[src/deq_pkg.sv]
`timescale 1ns / 1ps

package deq_pkg;

    localparam int DEPTH   = 16;
    localparam int DATA_W  = 32;
    localparam int VALUE_W = 32;
    localparam int ACT_W   = 3;
    localparam int IDX_W   = 4;
    localparam int STAT_W  = 2;
    localparam int LEN_W   = 5;
    localparam int ADDR_W  = $clog2(DEPTH);
    localparam int CNT_W   = $clog2(DEPTH + 1);

    typedef enum logic [ACT_W-1:0] {
        ACT_PUSH_HEAD   = 3'd0,
        ACT_PUSH_TAIL   = 3'd1,
        ACT_POP_HEAD    = 3'd2,
        ACT_POP_TAIL    = 3'd3,
        ACT_READ_HEAD   = 3'd4,
        ACT_READ_TAIL   = 3'd5,
        ACT_REMOVE_HEAD = 3'd6,
        ACT_REMOVE_TAIL = 3'd7
    } action_t;

    typedef enum logic [STAT_W-1:0] {
        ST_OK   = 2'd0,
        ST_MISS = 2'd1,
        ST_FULL = 2'd2
    } status_t;

    typedef struct packed {
        logic load;
        logic exec;
        logic take_read;
        logic scan_issue;
        logic scan_step;
        logic shift_issue;
        logic shift_write;
        logic out_load;
    } deq_cmd_t;

    typedef struct packed {
        logic need_read;
        logic need_scan;
        logic hit;
        logic scan_end;
        logic shift_end;
        logic shift_last;
        logic out_free;
    } deq_stat_t;

endpackage

[src/deq_ram.sv]
`timescale 1ns / 1ps

module deq_ram #(
    parameter int WIDTH = 32,
    parameter int DEPTH = 16
) (
    input  logic                     clk,
    input  logic                     we,
    input  logic [$clog2(DEPTH)-1:0] waddr,
    input  logic [WIDTH-1:0]         wdata,
    input  logic [$clog2(DEPTH)-1:0] raddr,
    output logic [WIDTH-1:0]         rdata
);

    logic [WIDTH-1:0] mem [DEPTH];

    always_ff @(posedge clk)
    begin
        if (we)
        begin
            mem[waddr] <= wdata;
        end
        rdata <= mem[raddr];
    end

endmodule

[src/deq_ctrl.sv]
`timescale 1ns / 1ps

module deq_ctrl
    import deq_pkg::*;
(
    input  logic      clk,
    input  logic      rst_n,
    input  logic      in_valid,
    output logic      in_ready,
    input  deq_stat_t stat,
    output deq_cmd_t  cmd
);

    typedef enum logic [7:0] {
        S_IDLE     = 8'b0000_0001,
        S_EXEC     = 8'b0000_0010,
        S_RD_WAIT  = 8'b0000_0100,
        S_SCAN_RD  = 8'b0000_1000,
        S_SCAN_CMP = 8'b0001_0000,
        S_SHIFT_RD = 8'b0010_0000,
        S_SHIFT_WR = 8'b0100_0000,
        S_DONE     = 8'b1000_0000
    } state_t;

    state_t state_reg;
    state_t state_next;

    always_ff @(posedge clk or negedge rst_n)
    begin
        if (!rst_n)
        begin
            state_reg <= S_IDLE;
        end
        else
        begin
            state_reg <= state_next;
        end
    end

    always_comb
    begin
        state_next = state_reg;
        cmd        = '0;
        in_ready   = 1'b0;
        unique case (state_reg)
            S_IDLE:
            begin
                in_ready = 1'b1;
                if (in_valid)
                begin
                    cmd.load   = 1'b1;
                    state_next = S_EXEC;
                end
            end
            S_EXEC:
            begin
                cmd.exec = 1'b1;
                if (stat.need_read)
                begin
                    state_next = S_RD_WAIT;
                end
                else if (stat.need_scan)
                begin
                    state_next = S_SCAN_RD;
                end
                else
                begin
                    state_next = S_DONE;
                end
            end
            S_RD_WAIT:
            begin
                cmd.take_read = 1'b1;
                state_next    = S_DONE;
            end
            S_SCAN_RD:
            begin
                cmd.scan_issue = 1'b1;
                state_next     = S_SCAN_CMP;
            end
            S_SCAN_CMP:
            begin
                cmd.scan_step = 1'b1;
                if (stat.hit)
                begin
                    state_next = stat.shift_end ? S_DONE : S_SHIFT_RD;
                end
                else
                begin
                    state_next = stat.scan_end ? S_DONE : S_SCAN_RD;
                end
            end
            S_SHIFT_RD:
            begin
                cmd.shift_issue = 1'b1;
                state_next      = S_SHIFT_WR;
            end
            S_SHIFT_WR:
            begin
                cmd.shift_write = 1'b1;
                state_next      = stat.shift_last ? S_DONE : S_SHIFT_RD;
            end
            S_DONE:
            begin
                if (stat.out_free)
                begin
                    cmd.out_load = 1'b1;
                    state_next   = S_IDLE;
                end
            end
            default:
            begin
                state_next = S_IDLE;
            end
        endcase
    end

endmodule

[src/deq_dp.sv]
`timescale 1ns / 1ps

module deq_dp
    import deq_pkg::*;
(
    input  logic               clk,
    input  logic               rst_n,
    input  deq_cmd_t           cmd,
    output deq_stat_t          stat,
    input  logic [ACT_W-1:0]   action,
    input  logic [VALUE_W-1:0] value,
    input  logic [IDX_W-1:0]   index,
    output logic               out_valid,
    input  logic               out_ready,
    output logic [VALUE_W-1:0] result_value,
    output logic [STAT_W-1:0]  status,
    output logic [LEN_W-1:0]   length
);

    logic [ADDR_W-1:0]  head_reg,     head_next;
    logic [CNT_W-1:0]   count_reg,    count_next;
    logic [CNT_W-1:0]   pos_reg,      pos_next;
    logic [ACT_W-1:0]   action_reg,   action_next;
    logic [DATA_W-1:0]  word_reg,     word_next;
    logic [IDX_W-1:0]   index_reg,    index_next;
    logic [DATA_W-1:0]  res_val_reg,  res_val_next;
    status_t            res_st_reg,   res_st_next;
    logic               out_vld_reg,  out_vld_next;
    logic [VALUE_W-1:0] out_val_reg,  out_val_next;
    logic [STAT_W-1:0]  out_st_reg,   out_st_next;
    logic [LEN_W-1:0]   out_len_reg,  out_len_next;

    logic              ram_we;
    logic [ADDR_W-1:0] ram_waddr;
    logic [DATA_W-1:0] ram_wdata;
    logic [ADDR_W-1:0] ram_raddr;
    logic [DATA_W-1:0] ram_rdata;

    action_t           act;
    logic              is_push;
    logic              is_pop;
    logic              is_read;
    logic              is_remove;
    logic              from_head;
    logic              full;
    logic              empty;
    logic              idx_miss;
    logic [CNT_W-1:0]  last_pos;
    logic [CNT_W-1:0]  read_pos;
    logic [CNT_W:0]    pos_plus1;
    logic [CNT_W:0]    pos_plus2;

    function automatic logic [ADDR_W-1:0] slot_of(
        input logic [ADDR_W-1:0] head,
        input logic [CNT_W-1:0]  pos
    );
        return head + pos[ADDR_W-1:0];
    endfunction

    deq_ram #(
        .WIDTH (DATA_W),
        .DEPTH (DEPTH)
    ) u_ram (
        .clk   (clk),
        .we    (ram_we),
        .waddr (ram_waddr),
        .wdata (ram_wdata),
        .raddr (ram_raddr),
        .rdata (ram_rdata)
    );

    assign act       = action_t'(action_reg);
    assign is_push   = (act == ACT_PUSH_HEAD) || (act == ACT_PUSH_TAIL);
    assign is_pop    = (act == ACT_POP_HEAD) || (act == ACT_POP_TAIL);
    assign is_read   = (act == ACT_READ_HEAD) || (act == ACT_READ_TAIL);
    assign is_remove = (act == ACT_REMOVE_HEAD) || (act == ACT_REMOVE_TAIL);
    assign from_head = (act == ACT_PUSH_HEAD) || (act == ACT_POP_HEAD)
                    || (act == ACT_READ_HEAD) || (act == ACT_REMOVE_HEAD);
    assign full      = (count_reg == CNT_W'(DEPTH));
    assign empty     = (count_reg == '0);
    assign idx_miss  = (CNT_W'(index_reg) >= count_reg);
    assign last_pos  = count_reg - CNT_W'(1);
    assign pos_plus1 = {1'b0, pos_reg} + (CNT_W+1)'(1);
    assign pos_plus2 = {1'b0, pos_reg} + (CNT_W+1)'(2);

    always_comb
    begin
        case (act)
            ACT_POP_TAIL:  read_pos = last_pos;
            ACT_READ_HEAD: read_pos = CNT_W'(index_reg);
            ACT_READ_TAIL: read_pos = last_pos - CNT_W'(index_reg);
            default:       read_pos = '0;
        endcase
    end

    always_comb
    begin
        stat.need_read  = (is_pop && !empty) || (is_read && !idx_miss);
        stat.need_scan  = is_remove && !empty;
        stat.hit        = (ram_rdata == word_reg);
        stat.scan_end   = from_head ? (pos_reg == last_pos) : (pos_reg == '0);
        stat.shift_end  = (pos_plus1 >= {1'b0, count_reg});
        stat.shift_last = (pos_plus2 >= {1'b0, count_reg});
        stat.out_free   = !out_vld_reg || out_ready;
    end

    always_comb
    begin
        ram_raddr = slot_of(head_reg, read_pos);
        if (cmd.scan_issue)
        begin
            ram_raddr = slot_of(head_reg, pos_reg);
        end
        else if (cmd.shift_issue)
        begin
            ram_raddr = slot_of(head_reg, pos_plus1[CNT_W-1:0]);
        end
    end

    always_comb
    begin
        ram_we    = 1'b0;
        ram_waddr = slot_of(head_reg, pos_reg);
        ram_wdata = ram_rdata;
        if (cmd.exec && is_push && !full)
        begin
            ram_we    = 1'b1;
            ram_waddr = from_head ? head_reg - ADDR_W'(1) : slot_of(head_reg, count_reg);
            ram_wdata = word_reg;
        end
        else if (cmd.shift_write)
        begin
            ram_we = 1'b1;
        end
    end

    always_comb
    begin
        head_next    = head_reg;
        count_next   = count_reg;
        pos_next     = pos_reg;
        action_next  = action_reg;
        word_next    = word_reg;
        index_next   = index_reg;
        res_val_next = res_val_reg;
        res_st_next  = res_st_reg;
        out_vld_next = out_vld_reg;
        out_val_next = out_val_reg;
        out_st_next  = out_st_reg;
        out_len_next = out_len_reg;

        if (cmd.load)
        begin
            action_next = action;
            word_next   = DATA_W'(value);
            index_next  = index;
        end

        if (cmd.exec)
        begin
            res_val_next = '0;
            res_st_next  = ST_OK;
            if (is_push)
            begin
                if (full)
                begin
                    res_st_next = ST_FULL;
                end
                else
                begin
                    count_next = count_reg + CNT_W'(1);
                    if (from_head)
                    begin
                        head_next = head_reg - ADDR_W'(1);
                    end
                end
            end
            else if (is_pop || is_read)
            begin
                if (!stat.need_read)
                begin
                    res_st_next = ST_MISS;
                end
                else if (is_pop)
                begin
                    count_next = last_pos;
                    if (from_head)
                    begin
                        head_next = head_reg + ADDR_W'(1);
                    end
                end
            end
            else
            begin
                if (empty)
                begin
                    res_st_next = ST_MISS;
                end
                else
                begin
                    pos_next = from_head ? '0 : last_pos;
                end
            end
        end

        if (cmd.take_read)
        begin
            res_val_next = ram_rdata;
        end

        if (cmd.scan_step)
        begin
            if (stat.hit)
            begin
                res_val_next = word_reg;
                if (stat.shift_end)
                begin
                    count_next = last_pos;
                end
            end
            else if (stat.scan_end)
            begin
                res_st_next = ST_MISS;
            end
            else
            begin
                pos_next = from_head ? pos_reg + CNT_W'(1) : pos_reg - CNT_W'(1);
            end
        end

        if (cmd.shift_write)
        begin
            pos_next = pos_plus1[CNT_W-1:0];
            if (stat.shift_last)
            begin
                count_next = last_pos;
            end
        end

        if (cmd.out_load)
        begin
            out_vld_next = 1'b1;
            out_val_next = VALUE_W'(res_val_reg);
            out_st_next  = res_st_reg;
            out_len_next = LEN_W'(count_reg);
        end
        else if (out_ready)
        begin
            out_vld_next = 1'b0;
        end
    end

    always_ff @(posedge clk or negedge rst_n)
    begin
        if (!rst_n)
        begin
            head_reg    <= '0;
            count_reg   <= '0;
            out_vld_reg <= 1'b0;
        end
        else
        begin
            head_reg    <= head_next;
            count_reg   <= count_next;
            out_vld_reg <= out_vld_next;
        end
    end

    always_ff @(posedge clk)
    begin
        pos_reg     <= pos_next;
        action_reg  <= action_next;
        word_reg    <= word_next;
        index_reg   <= index_next;
        res_val_reg <= res_val_next;
        res_st_reg  <= res_st_next;
        out_val_reg <= out_val_next;
        out_st_reg  <= out_st_next;
        out_len_reg <= out_len_next;
    end

    assign out_valid    = out_vld_reg;
    assign result_value = out_val_reg;
    assign status       = out_st_reg;
    assign length       = out_len_reg;

endmodule

[src/double_ended_queue_engine_core.sv]
`timescale 1ns / 1ps

// Bounded double-ended queue of 32-bit words held in a 16-entry ring buffer (RAM with one
// write port and one registered read port, head pointer and count). One item is worked on
// at a time and every item gives exactly one result, loaded into the output register.
// An accepted push writes its word while the action executes, a pop or indexed read adds
// one RAM read, and a refused push or a missed pop or read touches no RAM. A remove by
// value reads and compares one entry at a time, then moves each later entry up one place;
// each step issues one RAM read and waits for its registered data. A new item is taken
// while the last result waits.

module double_ended_queue_engine_core
    import deq_pkg::*;
(
    input  logic               clk,
    input  logic               rst_n,
    input  logic               in_valid,
    output logic               in_ready,
    input  logic [ACT_W-1:0]   action,
    input  logic [VALUE_W-1:0] value,
    input  logic [IDX_W-1:0]   index,
    output logic               out_valid,
    input  logic               out_ready,
    output logic [VALUE_W-1:0] result_value,
    output logic [STAT_W-1:0]  status,
    output logic [LEN_W-1:0]   length
);

    deq_cmd_t  cmd;
    deq_stat_t stat;

    deq_ctrl u_ctrl (
        .clk      (clk),
        .rst_n    (rst_n),
        .in_valid (in_valid),
        .in_ready (in_ready),
        .stat     (stat),
        .cmd      (cmd)
    );

    deq_dp u_dp (
        .clk          (clk),
        .rst_n        (rst_n),
        .cmd          (cmd),
        .stat         (stat),
        .action       (action),
        .value        (value),
        .index        (index),
        .out_valid    (out_valid),
        .out_ready    (out_ready),
        .result_value (result_value),
        .status       (status),
        .length       (length)
    );

endmodule

[config.mk]
export PLATFORM = sky130hd
export DESIGN_NAME = double_ended_queue_engine_core
export DESIGN_NICKNAME = d
export VERILOG_FILES = /design/src/deq_pkg.sv /design/src/deq_ram.sv /design/src/deq_ctrl.sv /design/src/deq_dp.sv /design/src/double_ended_queue_engine_core.sv
export SDC_FILE = /design/constraint.sdc
export NUM_CORES = 1
export LEC_CHECK = 0
export ABC_AREA = 1
export ABC_CLOCK_PERIOD_IN_PS = 6500
export BUFFER_PORTS_ARGS = -buffer_cell sky130_fd_sc_hd__buf_2
export CORE_ASPECT_RATIO = 2
export CORE_MARGIN = 2
export CORE_UTILIZATION = 30
export DETAILED_ROUTE_END_ITERATION = 10
export PLACE_DENSITY = 0.5
export SKIP_CTS_REPAIR_TIMING = 1
export SLEW_MARGIN = 0
export SYNTH_ARGS = -nofsm -noshare
export SYNTH_HDL_FRONTEND = slang
export SYNTH_SLANG_ARGS = --single-unit
[constraint.sdc]
create_clock -name clk -period 6.5 [get_ports clk]
set_input_delay 0.65 -clock clk [delete_from_list [all_inputs] [get_ports clk]]
set_output_delay 0.65 -clock clk [all_outputs]
set_load 0.01 [all_outputs]
Word-level counts from Yosys, hierarchy flattened
Memory sizes are Yosys's and may differ from the RTL's. A register that Yosys moved wholly into a read port is not among the register bits.
Cells that the tools add are included.
{ "word_totals": {"regBits": 135, "mem_bits_rw": 512, "out_inout_bits": 41, "elab_cells": 155, "inputBits": 43, "memories": 1} }
{ "classes": {"magnitude_cmp": 3, "muxes": 74, "n_addsub": 13, "n_eq_ne": 23, "reduce_logical": 28} }
{ "memory_table": {"columns": ["name", "words", "width", "rd", "rd_clocked_by_memory_dff", "wr", "line_no", "source"], "rows": [
  ["u_dp.u_ram.mem", 16, 32, 1, 1, 1, "deq_ram.sv:15", "logic [WIDTH-1:0] mem [DEPTH];"]
]} }
{ "ops": {"columns": ["cell", "n"], "rows": [
  ["two-way mux 32 bit", 5],
  ["two-way mux 5 bit", 21],
  ["two-way mux 8 bit", 8],
  ["one-hot mux 8 bit (8 select lines)", 1],
  ["two-way mux 4 bit", 11],
  ["== test 32 bit", 1],
  ["two-way mux 1 bit", 20],
  ["adder 4 bit", 4],
  ["two-way mux 2 bit", 7],
  ["== test 3 bit, second input constant", 4],
  [">= comparator 6 x 5 -> 1 bit", 2],
  ["one-hot mux 4 bit (3 select lines)", 1],
  ["adder 5 x 1 -> 5 bit, second input constant", 2],
  ["zero test 5 bit", 2],
  ["logical OR 1 bit", 10],
  ["!= test 2 bit, second input constant", 5],
  ["subtractor 5 x 1 -> 5 bit, second input constant", 2],
  ["== test 8 x 1 -> 1 bit, second input constant", 1],
  ["== test 8 x 2 -> 1 bit, second input constant", 1],
  ["== test 8 x 3 -> 1 bit, second input constant", 1],
  ["== test 8 x 4 -> 1 bit, second input constant", 1],
  ["== test 8 x 5 -> 1 bit, second input constant", 1],
  ["== test 8 x 6 -> 1 bit, second input constant", 1],
  ["== test 8 x 7 -> 1 bit, second input constant", 1],
  ["other kinds (17)", 28]
]} }

Longest topological paths before layout
{ "depth": {"word_depth": 13, "depth_mapped": 23, "depth_no_buf": 22} }

Modules after synthesis
A second synthesis with hierarchy kept.
{ "unflattened": {"cells_unflattened": 3156, "area_unflattened_um2": 30743.2} }
{ "modules_own_cells": {"columns": ["mod", "seq_area_each_um2", "cells_per_inst", "instances", "area_per_inst_um2"], "rows": [
  ["deq_ram", 16015.4, 2120, 1, 22730.6],
  ["deq_dp", 3373.2, 951, 1, 7437.1],
  ["deq_ctrl", 201.4, 85, 1, 575.6]
]} }

Worst setup path after synthesis
OpenSTA, ideal clock, no wires.
{ "synth_timing": {"path_type": "flip-flop to flip-flop", "start": "register u_dp.count_reg[0]", "end": "memory u_dp.u_ram.mem[0][0] (enable)", "period_less_slack_ns": 3.505, "setup_time_ns": 0.421, "slack_ns": 2.995, "required_time_ns": 6.079, "n_path_buf": 0, "path_stages_with_launch": 9, "t_arrival_ns": 3.084, "cell_sequence": "dfrtp_1 > ha_1 > inv_1 > fa_1 > xor2_1 > mux2i_1 > o21ai_0 > nand2_1 > nor2_1"} }
{ "synth_between": {"elab_chain_cells": 6, "word_cells_on_any_way": 9, "cone_classes": "add/sub: 1; eq/ne: 1; mux: 5; reduce/logical: 2"} }
{ "synth_rtl": {"columns": ["element", "line_no", "source"], "rows": [
  ["start: declaration", "deq_dp.sv:21", "logic [CNT_W-1:0] count_reg, count_next;"],
  ["start signal: assignment", "deq_dp.sv:264", "count_reg <= count_next;"],
  ["== test 5 bit", "deq_dp.sv:79", "assign full = (count_reg == CNT_W'(DEPTH));"],
  ["zero test 1 bit", "deq_dp.sv:125", "if (cmd.exec && is_push && !full)"],
  ["logical AND 1 bit", "deq_dp.sv:125", null],
  ["two-way mux 1 bit", "deq_dp.sv:125", null],
  ["two-way mux 1 bit", "deq_ram.sv:19", "if (we)"],
  ["two-way mux 1 bit (implied by the code)", "deq_ram.sv:21", "mem[waddr] <= wdata;"],
  ["end: declaration", "deq_ram.sv:15", null]
]} }
Several ways; a longest one is shown, not always the timed one.

Final worst setup path
{ "layout_timing": {"start": "register u_dp.count_reg[0]", "end": "register u_dp.u_ram.rdata[7] (read register of u_dp.u_ram.mem)"} }
{ "layout_between": {"elab_chain_cells": 6} }
{ "layout_rtl": {"columns": ["element", "line_no", "source"], "rows": [
  ["subtractor 5 x 1 -> 5 bit (*)", "deq_dp.sv:82", "assign last_pos = count_reg - CNT_W'(1);"],
  ["subtractor 4 bit", "deq_dp.sv:91", "ACT_READ_TAIL: read_pos = last_pos - CNT_W'(index_reg);"],
  ["one-hot mux 4 bit (3 select lines) (*)", "deq_dp.sv:88", "case (act)"],
  ["adder 4 bit (*)", "deq_dp.sv:57", "return head + pos[ADDR_W-1:0];"],
  ["two-way mux 4 bit (*)", "deq_dp.sv:114", "else if (cmd.shift_issue)"],
  ["two-way mux 4 bit (*)", "deq_dp.sv:110", "if (cmd.scan_issue)"],
  ["end: declaration", "deq_ram.sv:12", "output logic [WIDTH-1:0] rdata"]
]} }
Mark *: on every way between the ends. The rest lies on a longest branch, timed or not.
A chain may end at the register's enable or synchronous reset.

==> impl_metrics.ini <==
[logic_synthesis]
synth_nets = 2710
synthCells = 2625
synth_flop_cell = edfxtp_1
ys_seq_area_share_pct = 68.1
yosys.area.top_type = edfxtp_1
synth-edff-count = 590
netlist_area_mm2 = 0.0288
avgSynthCellArea_um2 = 11.0
netlist.area_leader.share_pct = 61.6
post-synth-top-count-cell = nand2_1
yosysUniqueCellTypes = 42
ys.warnings.count = 0
synthTopCellsByCount = 835 x nand2_1, 590 x edfxtp_1, 465 x nand3_1
yosys-top-cells-area = edfxtp_1 62%, nand2_1 11%, nand3_1 8.1%
synth-seq-cells = 679
synthArstFlopShare_pct = 2.65

[sta]
clock.fmax_mhz = 206
hold_viol = 0
slew-limit-headroom_pct = 13.3
fin_crit_ns = 4.85
max_slew.worst_pin.slew_ns = 1.29
grt_setup_unrepaired = no
fin_setup_tns_ns = 0
post-route-period-util_pct = 74.7
finalSetupViolCount = 0
finClkSkew_ns = 0.0203
fin_ws_ns = 1.65
final_max_slew_viol_count = 0

[job]
drv_cap = 0

[setup_path]
r2r_cells = 16
crit_path_max_fanout = 60
crit_path_start_kind = flop
r2r_slack_ns = 1.65
crit_path_end_kind = flop
crit_type = reg2reg
r2r_end = u_dp.u_ram.rdata[7]
worstPathRequired_ns = 7.07
cp.arrival_ns = 5.42
r2r_start = u_dp.count_reg[0]
cpMaxStageDelayCell = dfrtp_1
slowest_delay_ns = 0.65
path_cells = inv_1 > ha_1 > fa_1 > o221ai_1 > o21ai_0 > fa_1 > inv_1 > nand2_1 > o21ai_4 > inv_4 > buf_12 > nand3_1 > nand3_1 > nand2_1 > nand3_1 > nand2_1

[cells_and_area]
fin_nets = 2788
area_delta_synth_final_pct = 14.5
utilization_pct = 34.6
stdcell_count = 3969
top_register = u_dp.u_ram.mem
largest_reg_flops = 512
drive_gt1_share_pct = 11.1

[global_routing]
top_usage_layer = met2
grt_pass1_wl_um = 128000
grt_usage_pct = 17.7
grt_pass1_vias = 19200
use_met2_pct = 33.1
antenna_found_initial = 8
grt_remaining_overflow = 0
grt_use_met3_pct = 2.11
grt_start_max_net_pins = 199
grt_use_met1_pct = 19.5

[clock_tree]
cts_sinks = 679
numCtsBuffers = 57
cts_max_level = 2
cts_root_buffer = clkbuf_16
clock_latency_ns = 0.63
cts.clk_slew.worst_paths_ns = 0.08
cts_tree = yes
clk_path_buf_depth = 3

[detailed_routing]
ant_nets = 0
vias_per_cell = 4.89
drtIter0Drc = 1521
dr_total_vias = 19400
wl_um = 87900
drt-wirelength-per-cell_um = 22.2
drc = 0
firstDrtPassIters = 5

[hold_path]
hold_depth = 1
hold_path.startpoint = value[29]
hold_path_class = in2reg
holdPathEnd = u_dp.word_reg[29]

[pwr]
power.density_mw_per_mm2 = 543
ir_drop_uv = 642
power.leakage_nw = 12.6

[floorplanning]
die_h_um = 442
io_pins = 84
start_util_pct = 30.2
rows = 160
core_mm2 = 0.0951
die_area_mm2 = 0.0985
fp.dieW_um = 223

[place]
dp.cells = 3858
dp_slack_ns = 1.69
io_buffers = 83
dp_hpwl_um = 52000
gp_congestion = 0.980

[run_status]
outcome = completed
==> cell families after synthesis <==
family                   count (synthesis)  synth area share [%]
AO/OA/AOI/OAI                          172                  3.44
buffers and inverters                  292                  4.28
flip-flops                             679                  68.1
multiplexers                             1                0.0348
AND/OR/NAND/NOR                       1392                  20.7
adder cells (fa/ha/maj)                 42                  1.96
XOR/XNOR                                47                  1.43
==> placed cells by master, fill, tap and decap left out, drive strengths merged, types with 11 or more instances in the layout <==
master	Yosys	routed
nand2	840	840
edfxtp	590	590
nand3	466	466
inv	157	161
buf	106	152
o21ai	103	103
dfxtp	71	71
clkbuf	28	65
nor2	53	53
ha	37	37
o211ai	34	34
xor2	25	25
xnor2	22	22
a21oi	20	20
dfrtp	17	17
clkinv	1	16
nand4	15	15
bufinv	0	12
clkinvlp	0	11
nor3	11	11
==> layer usage <==
metal / vias up / wire, um
met5: - / 32
met3: 186 / 3430
met4: 8 / 4690
met2: 531 / 47200
met1: 9509 / 32600
li1: 9192 / -
==> how the worst max path moves through the flow <==
stage | cells after the start | to | slack, ns | start
floorplan | 8 | u_dp.u_ram.mem[0][0] | 3.00 | u_dp.count_reg[0]
global placement | 16 | u_dp.u_ram.rdata[6] | 1.71 | u_dp.count_reg[0]
detailed placement | 16 | u_dp.u_ram.rdata[7] | 1.69 | u_dp.count_reg[0]
CTS | 16 | u_dp.u_ram.rdata[7] | 1.65 | u_dp.count_reg[0]
global route | 16 | u_dp.u_ram.rdata[13] | 1.30 | u_dp.count_reg[0]
finish | 16 | u_dp.u_ram.rdata[7] | 1.65 | u_dp.count_reg[0]
==> per-stage QoR <==
| stage | area [um2] | hold WS [ns] | power (mW) |
|---|---|---|---|
| global route | 32900 | 0.170 | 19.1 |
| finish | 32900 | 0.190 | 17.9 |
| detailed placement | 30800 | 0.415 | 14.2 |
| floorplan | 28800 | 0.354 | 11.5 |
| global placement | 30800 | 0.415 | 14.2 |
| CTS | 32900 | -0.0622 | 18.1 |
==> power breakdown <==
| group | switching [mW] | total (mW) | internal [mW] | leakage (nW) |
|---|---|---|---|---|
| Sequential | 0.372 | 6.07 | 5.70 | 6.17 |
| Combinational | 5.66 | 7.96 | 2.31 | 5.39 |
| Clock | 1.68 | 3.85 | 2.18 | 0.992 |
==> final cells by class <==
cell class	count	area, um2
Multi-Input combinational cell	1654	8100
Sequential cell	679	19600
Timing Repair Buffer	153	1010
Clock inverter	42	576
Tap cell	1215	1520
Clock buffer	65	1520
Inverter	158	608
Antenna cell	3	7.51
Fill cell	9327	62200
==> worst max-delay path, delay by kind of cell, from the launching register on <==
family	cells	cell delay, ns
AO/OA/AOI/OAI	3	0.80
buffers and inverters	4	1.22
AND/OR/NAND/NOR	6	0.62
adder cells (fa/ha/maj)	3	1.43
flip-flops	1	0.65
Note: power is estimated with default switching activity, not from simulation.
